**src/design/gmsk_rx_front_end_defines.svh**
```systemverilog
// Assertion helpers shared by the receive front end.
`ifndef GMSK_RX_FRONT_END_DEFINES_SVH
`define GMSK_RX_FRONT_END_DEFINES_SVH

// Same-cycle implication, checked out of reset.
`define GMSKRX_ASSERT_NOW(lbl, ante, cons, msg) \
  lbl: assert property (@(posedge clk_i) disable iff (!rst_ni) (ante) |-> (cons)) \
    else $error(msg);

// Next-cycle implication, checked out of reset.
`define GMSKRX_ASSERT_NEXT(lbl, ante, cons, msg) \
  lbl: assert property (@(posedge clk_i) disable iff (!rst_ni) (ante) |=> (cons)) \
    else $error(msg);

`endif

```
**src/design/gmskrx_pkg.sv**
```systemverilog
package gmskrx_pkg;

  // Fixed Gaussian taps, Q15
  localparam int COEF_COUNT = 12;
  localparam int COEF_IDX_W = 6;
  localparam logic signed [15:0] COEF_TABLE [COEF_COUNT] = '{
    16'sd8, 16'sd104, 16'sd760, 16'sd3158, 16'sd7421, 16'sd9866,
    16'sd7421, 16'sd3158, 16'sd760, 16'sd104, 16'sd8, 16'sd0
  };

  localparam logic [15:0] DC_BIAS = 16'd2048;

  typedef logic [COEF_IDX_W-1:0] coef_idx_t;

  typedef enum logic [1:0] {
    REG_GAIN   = 2'd0,
    REG_INVERT = 2'd1,
    REG_ENABLE = 2'd2
  } cfg_reg_e;

  typedef struct packed {
    logic mul_en;
    logic acc_clr;
    logic acc_en;
  } mac_ctrl_t;

  typedef struct packed {
    logic shift;
    logic rotate;
  } hist_ctrl_t;

  // Taps past the end of the table are zero.
  function automatic logic signed [15:0] coef_lookup(coef_idx_t k);
    logic signed [15:0] c;
    c = 16'sd0;
    if (k < coef_idx_t'(COEF_COUNT)) begin
      c = COEF_TABLE[k[3:0]];
    end
    return c;
  endfunction

  function automatic logic signed [15:0] sat16(logic signed [31:0] v);
    logic signed [15:0] r;
    if (v > 32'sd32767) begin
      r = 16'sh7fff;
    end else if (v < -32'sd32768) begin
      r = 16'sh8000;
    end else begin
      r = v[15:0];
    end
    return r;
  endfunction

endpackage

```
**src/design/gmskrx_mac.sv**
```systemverilog
module gmskrx_mac import gmskrx_pkg::*; (
  input  logic               clk_i,
  input  mac_ctrl_t          ctrl_i,
  input  logic signed [15:0] a_i,
  input  logic signed [15:0] b_i,
  output logic signed [31:0] prod_o,
  output logic signed [31:0] acc_o
);

  logic signed [31:0] prod_q, prod_d;
  logic signed [31:0] acc_q, acc_d;

  always_comb begin
    prod_d = ctrl_i.mul_en ? (a_i * b_i) : prod_q;
    acc_d  = acc_q;
    if (ctrl_i.acc_clr) begin
      acc_d = '0;
    end else if (ctrl_i.acc_en) begin
      // 32-bit wrap
      acc_d = acc_q + prod_q;
    end
  end

  always_ff @(posedge clk_i) begin
    prod_q <= prod_d;
    acc_q  <= acc_d;
  end

  assign prod_o = prod_q;
  assign acc_o  = acc_q;

endmodule

```
**src/design/gmskrx_hist.sv**
```systemverilog
module gmskrx_hist import gmskrx_pkg::*; #(
  parameter int TAPS = 12
) (
  input  logic               clk_i,
  input  logic               rst_ni,
  input  hist_ctrl_t         ctrl_i,
  input  logic signed [15:0] din_i,
  output logic signed [15:0] head_o
);

  logic signed [15:0] hist_q [TAPS];
  logic signed [15:0] hist_d [TAPS];

  // Shift pushes the newest sample at the head; rotate walks the line
  // toward the head so every entry passes the single read tap.
  always_comb begin
    for (int i = 0; i < TAPS; i++) begin
      hist_d[i] = hist_q[i];
    end
    if (ctrl_i.shift) begin
      hist_d[0] = din_i;
      for (int i = 1; i < TAPS; i++) begin
        hist_d[i] = hist_q[i-1];
      end
    end else if (ctrl_i.rotate) begin
      for (int i = 0; i < TAPS - 1; i++) begin
        hist_d[i] = hist_q[i+1];
      end
      hist_d[TAPS-1] = hist_q[0];
    end
  end

  always_ff @(posedge clk_i or negedge rst_ni) begin
    if (!rst_ni) begin
      for (int i = 0; i < TAPS; i++) begin
        hist_q[i] <= '0;
      end
    end else begin
      for (int i = 0; i < TAPS; i++) begin
        hist_q[i] <= hist_d[i];
      end
    end
  end

  assign head_o = hist_q[0];

endmodule

```
**src/design/gmsk_rx_front_end.sv**
```systemverilog
// Each enabled sample walks IDLE, SCALE, STORE, one MAC step per tap, DRAIN and DONE;
// filtered_valid_o is registered and rises after DONE hands the result to the output register.
// No new sample is taken until DONE has handed the result on, which back-pressure can hold;
// the single shared multiplier forms one scaling product, then one tap product per cycle.
// A sample taken while disabled is dropped in its accept cycle.
// Reset (rst_ni low, async): gain 128, invert 0, enable 0, history zeroed,
// no output beat pending.
`include "gmsk_rx_front_end_defines.svh"

module gmsk_rx_front_end import gmskrx_pkg::*; #(
  parameter int TAPS = 12
) (
  input  logic               clk_i,
  input  logic               rst_ni,
  // configuration writes
  input  logic               cfg_we_i,
  input  logic [1:0]         cfg_idx_i,
  input  logic [7:0]         cfg_data_i,
  // raw sample beats
  input  logic               sample_valid_i,
  output logic               sample_ready_o,
  input  logic signed [15:0] sample_i,
  // filtered beats
  output logic               filtered_valid_o,
  input  logic               filtered_ready_i,
  output logic signed [15:0] filtered_o
);

  localparam int KW = $clog2(TAPS);
  localparam logic [KW-1:0] KLAST = KW'(TAPS - 1);

  typedef enum logic [2:0] {
    ST_IDLE,
    ST_SCALE,
    ST_STORE,
    ST_MAC,
    ST_DRAIN,
    ST_DONE
  } state_e;

  state_e             state_q, state_d;
  logic [KW-1:0]      k_q, k_d;
  logic signed [15:0] cent_q, cent_d;
  logic               out_valid_q, out_valid_d;
  logic signed [15:0] out_q, out_d;

  logic [7:0]         gain_q;
  logic               invert_q;
  logic               enable_q;

  logic               in_beat;
  logic [15:0]        raw;
  logic signed [15:0] centered;
  logic signed [15:0] scaled;
  logic signed [15:0] result;
  logic signed [15:0] mul_a, mul_b;
  logic signed [31:0] prod;
  logic signed [31:0] acc;
  logic signed [15:0] hist_head;
  mac_ctrl_t          mac_ctrl;
  hist_ctrl_t         hist_ctrl;

  // ------------------------------------------------------------------
  // Configuration registers: written only while idle, a user rule the block leaves unenforced; no read-back.
  // ------------------------------------------------------------------
  always_ff @(posedge clk_i or negedge rst_ni) begin
    if (!rst_ni) begin
      gain_q   <= 8'd128;
      invert_q <= 1'b0;
      enable_q <= 1'b0;
    end else if (cfg_we_i) begin
      case (cfg_idx_i)
        REG_GAIN:   gain_q   <= cfg_data_i;
        REG_INVERT: invert_q <= cfg_data_i[0];
        REG_ENABLE: enable_q <= cfg_data_i[0];
        default: ; // ignore writes past the register list
      endcase
    end
  end

  // ------------------------------------------------------------------
  // Front conditioning: optional negate, then DC removal, both wrapping.
  // ------------------------------------------------------------------
  assign in_beat  = sample_valid_i && sample_ready_o;
  assign raw      = invert_q ? (16'd0 - sample_i) : sample_i;
  assign centered = raw - DC_BIAS;

  // Gain scaling: (c * g * 128) >>> 15 equals (c * g) >>> 8.
  assign scaled = sat16(prod >>> 8);
  // FIR output: accumulator >>> 15, saturated.
  assign result = sat16(acc >>> 15);

  // ------------------------------------------------------------------
  // Shared multiplier operand select and unit controls.
  // ------------------------------------------------------------------
  always_comb begin
    if (state_q == ST_SCALE) begin
      mul_a = cent_q;
      mul_b = signed'({8'd0, gain_q});
    end else begin
      mul_a = hist_head;
      mul_b = coef_lookup(coef_idx_t'(k_q));
    end
    mac_ctrl.mul_en  = (state_q == ST_SCALE) || (state_q == ST_MAC);
    mac_ctrl.acc_clr = (state_q == ST_STORE);
    // The first tap cycle still holds the scaling product: skip it.
    mac_ctrl.acc_en  = ((state_q == ST_MAC) && (k_q != '0)) || (state_q == ST_DRAIN);
    hist_ctrl.shift  = (state_q == ST_STORE);
    hist_ctrl.rotate = (state_q == ST_MAC);
  end

  gmskrx_mac u_mac (
    .clk_i  (clk_i),
    .ctrl_i (mac_ctrl),
    .a_i    (mul_a),
    .b_i    (mul_b),
    .prod_o (prod),
    .acc_o  (acc)
  );

  gmskrx_hist #(
    .TAPS (TAPS)
  ) u_hist (
    .clk_i  (clk_i),
    .rst_ni (rst_ni),
    .ctrl_i (hist_ctrl),
    .din_i  (scaled),
    .head_o (hist_head)
  );

  // ------------------------------------------------------------------
  // Sequencer: IDLE -> SCALE -> STORE -> MAC (one step per tap) -> DRAIN -> DONE.
  // ------------------------------------------------------------------
  always_comb begin
    state_d     = state_q;
    k_d         = k_q;
    cent_d      = cent_q;
    out_d       = out_q;
    // retire a pending beat once the sink takes it
    out_valid_d = out_valid_q && !filtered_ready_i;

    case (state_q)
      ST_IDLE: begin
        if (in_beat) begin
          cent_d = centered;
          // drop the sample outright while disabled
          if (enable_q) begin
            state_d = ST_SCALE;
          end
        end
      end
      ST_SCALE: begin
        state_d = ST_STORE;
      end
      ST_STORE: begin
        k_d     = '0;
        state_d = ST_MAC;
      end
      ST_MAC: begin
        k_d = k_q + KW'(1);
        if (k_q == KLAST) begin
          state_d = ST_DRAIN;
        end
      end
      ST_DRAIN: begin
        state_d = ST_DONE;
      end
      ST_DONE: begin
        // hold the result until the output register is free
        if (!out_valid_q || filtered_ready_i) begin
          out_d       = result;
          out_valid_d = 1'b1;
          state_d     = ST_IDLE;
        end
      end
      default: begin
        state_d = ST_IDLE;
      end
    endcase
  end

  always_ff @(posedge clk_i or negedge rst_ni) begin
    if (!rst_ni) begin
      state_q     <= ST_IDLE;
      k_q         <= '0;
      out_valid_q <= 1'b0;
    end else begin
      state_q     <= state_d;
      k_q         <= k_d;
      out_valid_q <= out_valid_d;
    end
  end

  always_ff @(posedge clk_i) begin
    cent_q <= cent_d;
    out_q  <= out_d;
  end

  assign sample_ready_o   = (state_q == ST_IDLE);
  assign filtered_valid_o = out_valid_q;
  assign filtered_o       = out_q;

  // ------------------------------------------------------------------
  // Assertions
  // ------------------------------------------------------------------
  `GMSKRX_ASSERT_NEXT(a_drop_when_off, in_beat && !enable_q, state_q == ST_IDLE, "disabled sample started work")
  `GMSKRX_ASSERT_NEXT(a_start_when_on, in_beat && enable_q, state_q == ST_SCALE, "enabled sample not scaled")
  `GMSKRX_ASSERT_NEXT(a_mac_len, (state_q == ST_MAC) && (k_q == KLAST), state_q == ST_DRAIN, "tap loop overran")
  `GMSKRX_ASSERT_NOW(a_out_src, $rose(filtered_valid_o), $past(state_q == ST_DONE), "output beat without finished result")
  `GMSKRX_ASSERT_NEXT(a_no_overwrite, (state_q == ST_DONE) && out_valid_q && !filtered_ready_i, state_q == ST_DONE, "pending output overwritten")

endmodule
```
**config.mk**
```make
export PLATFORM = sky130hd
export DESIGN_NAME = gmsk_rx_front_end
export DESIGN_NICKNAME = d
export VERILOG_FILES = /design/src/design/gmskrx_pkg.sv /design/src/design/gmskrx_mac.sv /design/src/design/gmskrx_hist.sv /design/src/design/gmsk_rx_front_end.sv
export VERILOG_INCLUDE_DIRS = /design/src /design/src/design
export SDC_FILE = /design/constraint.sdc
export NUM_CORES = 1
export LEC_CHECK = 0
export BUFFER_PORTS_ARGS = -buffer_cell sky130_fd_sc_hd__buf_2
export CAP_MARGIN = 20
export CELL_PAD_IN_SITES_DETAIL_PLACEMENT = 0
export CELL_PAD_IN_SITES_GLOBAL_PLACEMENT = 2
export CORE_UTILIZATION = 43
export DETAILED_ROUTE_END_ITERATION = 6
export GPL_ROUTABILITY_DRIVEN = 0
export GPL_TIMING_DRIVEN = 1
export PLACE_DENSITY = 0.88
export SKIP_CTS_REPAIR_TIMING = 1
export SYNTH_ARGS = -nofsm -noshare
export SYNTH_HDL_FRONTEND = slang
export SYNTH_HIERARCHICAL = 1
export SYNTH_SLANG_ARGS = --single-unit
```
**constraint.sdc**
```tcl
create_clock -name clk_i -period 12.1 [get_ports clk_i]
set_input_delay 2.42 -clock clk_i [delete_from_list [all_inputs] [get_ports clk_i]]
set_output_delay 2.42 -clock clk_i [all_outputs]
set_load 0.05 [all_outputs]
```
==> run_results.csv <==
group,metric,value,unit
sta,rsz0062_at_grt,"false",
drt,vias,17350,
critical_path,crit_arrival,8.91,ns
critical_path,r2r_cells,25,
cells_and_area,n_antenna_cell,0,
clock_tree,clk_path_buf_depth,3,
drt,ant_nets,0,
sta,report.final.setup_viol,0,
cells_and_area,final_common_cell,"nand2_1",
global_routing,grt_pass1_vias,17700,
cells_and_area,post-route-util,0.4663,
sta,final_hold_viol_count,0,
logic_synthesis,yosysSeqAreaShare,0.3016,
logic_synthesis,synthFlopType,"dfrtp_1",
sta,fmax,117.4,MHz
sta,maxSlewViolCount,0,
run_status,violations,"design-rule violations",
floorplan,dieWidth,247.5,µm
hold_path,whs_path_depth,2,
clock_tree,htree_num_levels,2,
logic_synthesis,avgSynthCellArea,9.842,µm²
logic_synthesis,syn_area,25920,µm²
global_routing,antenna_found_initial,2,
logic_synthesis,synth_top_area_cell,"fa_1",
global_routing,grt_max_degree,273,
sta,fin_crit_sh,0.7040,
logic_synthesis,synth_cells,2634,
floorplan,core,59240,µm²
cells_and_area,final_cell_mix,"nand2_1 (378), inv_1 (347), fa_1 (263)",
critical_path,cp_max_fo,34,
critical_path,cp-startpoint,"state_q[0]$_DFFE_PN0P_",
critical_path,critPathKind,"register to register",
floorplan,start_util,0.4376,
global_routing,grt_pass1_wl,92.29,mm
hold_path,worstHoldStart,"u_hist/hist_q[154]$_DFFE_PN0P_",
clock_tree,numCtsBuffers,35,
logic_synthesis,netlist.area_leader.share,0.2031,
cells_and_area,fillers,5596,
placement,dp_hpwl,41.06,mm
clock_tree,root_buffer,"clkbuf_16",
logic_synthesis,ys_seq_elements,306,
critical_path,cp-end-kind,"register",
logic_synthesis,synthArstFlopShare,0.6863,
cells_and_area,seqCellArea,7819,µm²
cells_and_area,multiInputGateArea,16000,µm²
floorplan,die_area,61270,µm²
logic_synthesis,yosysWarnings,6,
global_routing,grtUsageTotal,0.1871,
placement,io_buffers,48,
logic_synthesis,synth_edf_count,64,
logic_synthesis,yosysUniqueCellTypes,88,
sta,finalClockSkew,0.03468,ns
critical_path,cp_data_required_time,12.49,ns
sta,finalSetupTns,0,ns
hold_path,hold_path_class,"register to register",
critical_path,start_kind,"register",
critical_path,worstReg2RegStart,"state_q[0]$_DFFE_PN0P_",
drt,routedWlPerCell,16.22,µm
sta,worst_slew_pin_slew,1.093,ns
run_status,outcome,"complete, but fails checks",
global_routing,gr-total-overflow,0,
run,cap_viol_max_count,0,
sta,max_slew_margin,0.2716,
clock_tree,clock-sinks,306,
clock_tree,cts_tree,"yes",
drt,via_per_inst,5.091,
cells_and_area,fin_nets,3026,
cells_and_area,area_growth,6.550,%
logic_synthesis,synth.area.top_cells,"fa_1 (20%), dfrtp_1 (20%), mux2i_1 (8.2%)",
drt,remaining_drc_errors,12,
drt,drtPass1Iterations,7,
drt,initialDrtViolationCount,1011,
clock_tree,clock_latency,0.55,ns
floorplan,rows,89,
floorplan,io-pin-count,49,
drt,wl,55.27,mm
sta,min_period,8.519,ns
clock_tree,clk_pin_slew_worst_paths,0.06,ns
floorplan,die_y,247.5,µm
cells_and_area,final_layout_size_suffix_gt1_frac,0.07400,
==> path summary, 6_finish.rpt <==
| kind | slack (ns) | to |
|---|---|---|
| setup / recovery | 3.58 | u_mac/prod_o[28]$_DFFE_PP_ |
| hold / removal | 0.50 | u_hist/hist_q[138]$_DFFE_PN0P_ |
| setup reg to reg | 3.58 | u_mac/prod_o[28]$_DFFE_PP_ |
| hold reg to reg | 0.50 | u_hist/hist_q[138]$_DFFE_PN0P_ |
| max in group asynchronous | 8.78 | u_hist/hist_q[47]$_DFFE_PN0P_ |
| min in group asynchronous | 2.01 | u_hist/hist_q[64]$_DFFE_PN0P_ |
==> sequential cells by signal (all words and copies together) (netlist names) <==
signal            cells
u_mac/acc_o          32
k_q                   4
u_hist/hist_q       176
enable_q              1
gain_q                8
cent_q               16
u_mac/prod_o         32
u_hist/head_o        16
invert_q              1
filtered_o           16
filtered_valid_o      1
state_q               3
==> worst max-delay path, cell delays in order, from the launching register on <==
cell	delay [ns]
dfrtp_1	0.56
nor2b_4	0.81
nor2b_2	0.28
buf_4	0.35
a211oi_2	0.05
buf_4	0.23
a21o_1	0.40
nand2_1	0.20
inv_1	0.07
fa_1	0.58
fa_1	0.80
fa_1	0.52
fa_1	0.51
fa_1	0.49
inv_1	0.05
fa_1	0.47
inv_1	0.04
ha_1	0.37
nand3_1	0.15
a31oi_1	0.09
o21ai_1	0.15
nand2b_1	0.07
or3_1	0.32
o21ai_2	0.22
or4b_1	0.45
o211ai_1	0.11
==> final cells by class <==
| cell class | instances | area share |
|---|---|---|
| multi-input combinational | 1854 | 0.5792 |
| inverter | 348 | 0.04756 |
| timing repair buffer | 65 | 0.01558 |
| sequential | 306 | 0.2831 |
| clock buffer | 52 | 0.03696 |
| clock inverter | 10 | 0.002582 |
| tap | 773 | 0.03502 |
==> kinds of logic (layout without fill, tap and decap cells) <==
logic type | count (synthesis) | after routing | share of synthesized area
buffers and inverters | 494 | 475 | 0.08606
xor gates and xnor gates | 76 | 76 | 0.02568
and+or+nand+nor | 704 | 704 | 0.1266
other | 1 | 21 | 0.0001447
AOI/OAI and AO/OA | 423 | 423 | 0.1017
adders and majority gates | 385 | 385 | 0.2620
DFF | 306 | 306 | 0.3016
muxes | 245 | 245 | 0.09614
==> metal layers <==
| layer | share of wire | global-route usage |
|---|---|---|
| met1 | 0.50 | 0.2748 |
| met2 | 0.44 | 0.2954 |
| met3 | 0.042 | 0.02574 |
| met4 | 0.015 | 0.03519 |
| met5 | 0 | 0 |
==> stage by stage <==
stage               instance area, µm²  hold WS, ns  std cells  setup WS [ns]
global route                     27620       0.5113       3408          3.008
global placement                 26470       0.4744       3344          3.748
finish                           27620       0.4980       3408          3.581
detailed placement               26470       0.4858       3344          3.584
CTS                              27570       0.4936       3406          3.588
floorplan                        26000       0.4550       2654          3.194
==> cell usage after synthesis, types with 4 or more instances <==
cell type / instances
o21ai_0: 60
xnor2_1: 55
o21ai_1: 187
edfxtp_1: 64
nor3_1: 18
ha_1: 122
dfxtp_1: 32
buf_4: 23
buf_2: 4
inv_1: 348
o31ai_1: 7
nand2b_1: 19
and2_1: 125
dfrtp_1: 209
o22ai_1: 11
nand3_1: 17
nor2b_1: 8
nor4_1: 5
nor2_1: 87
nand4_1: 7
xor2_1: 21
mux2i_1: 213
buf_1: 4
clkbuf_1: 95
a21oi_1: 37
a31oi_1: 4
buf_8: 8
a21o_1: 31
mux2_2: 32
o21bai_1: 9
a211oi_1: 8
nand2_1: 378
buf_12: 12
fa_1: 263
or3_1: 5
and3_1: 8
o21a_1: 21
Power is left out: the tool's default activity adds up to more than one toggle a clock period on the data nets, which glitch-free logic cannot reach.
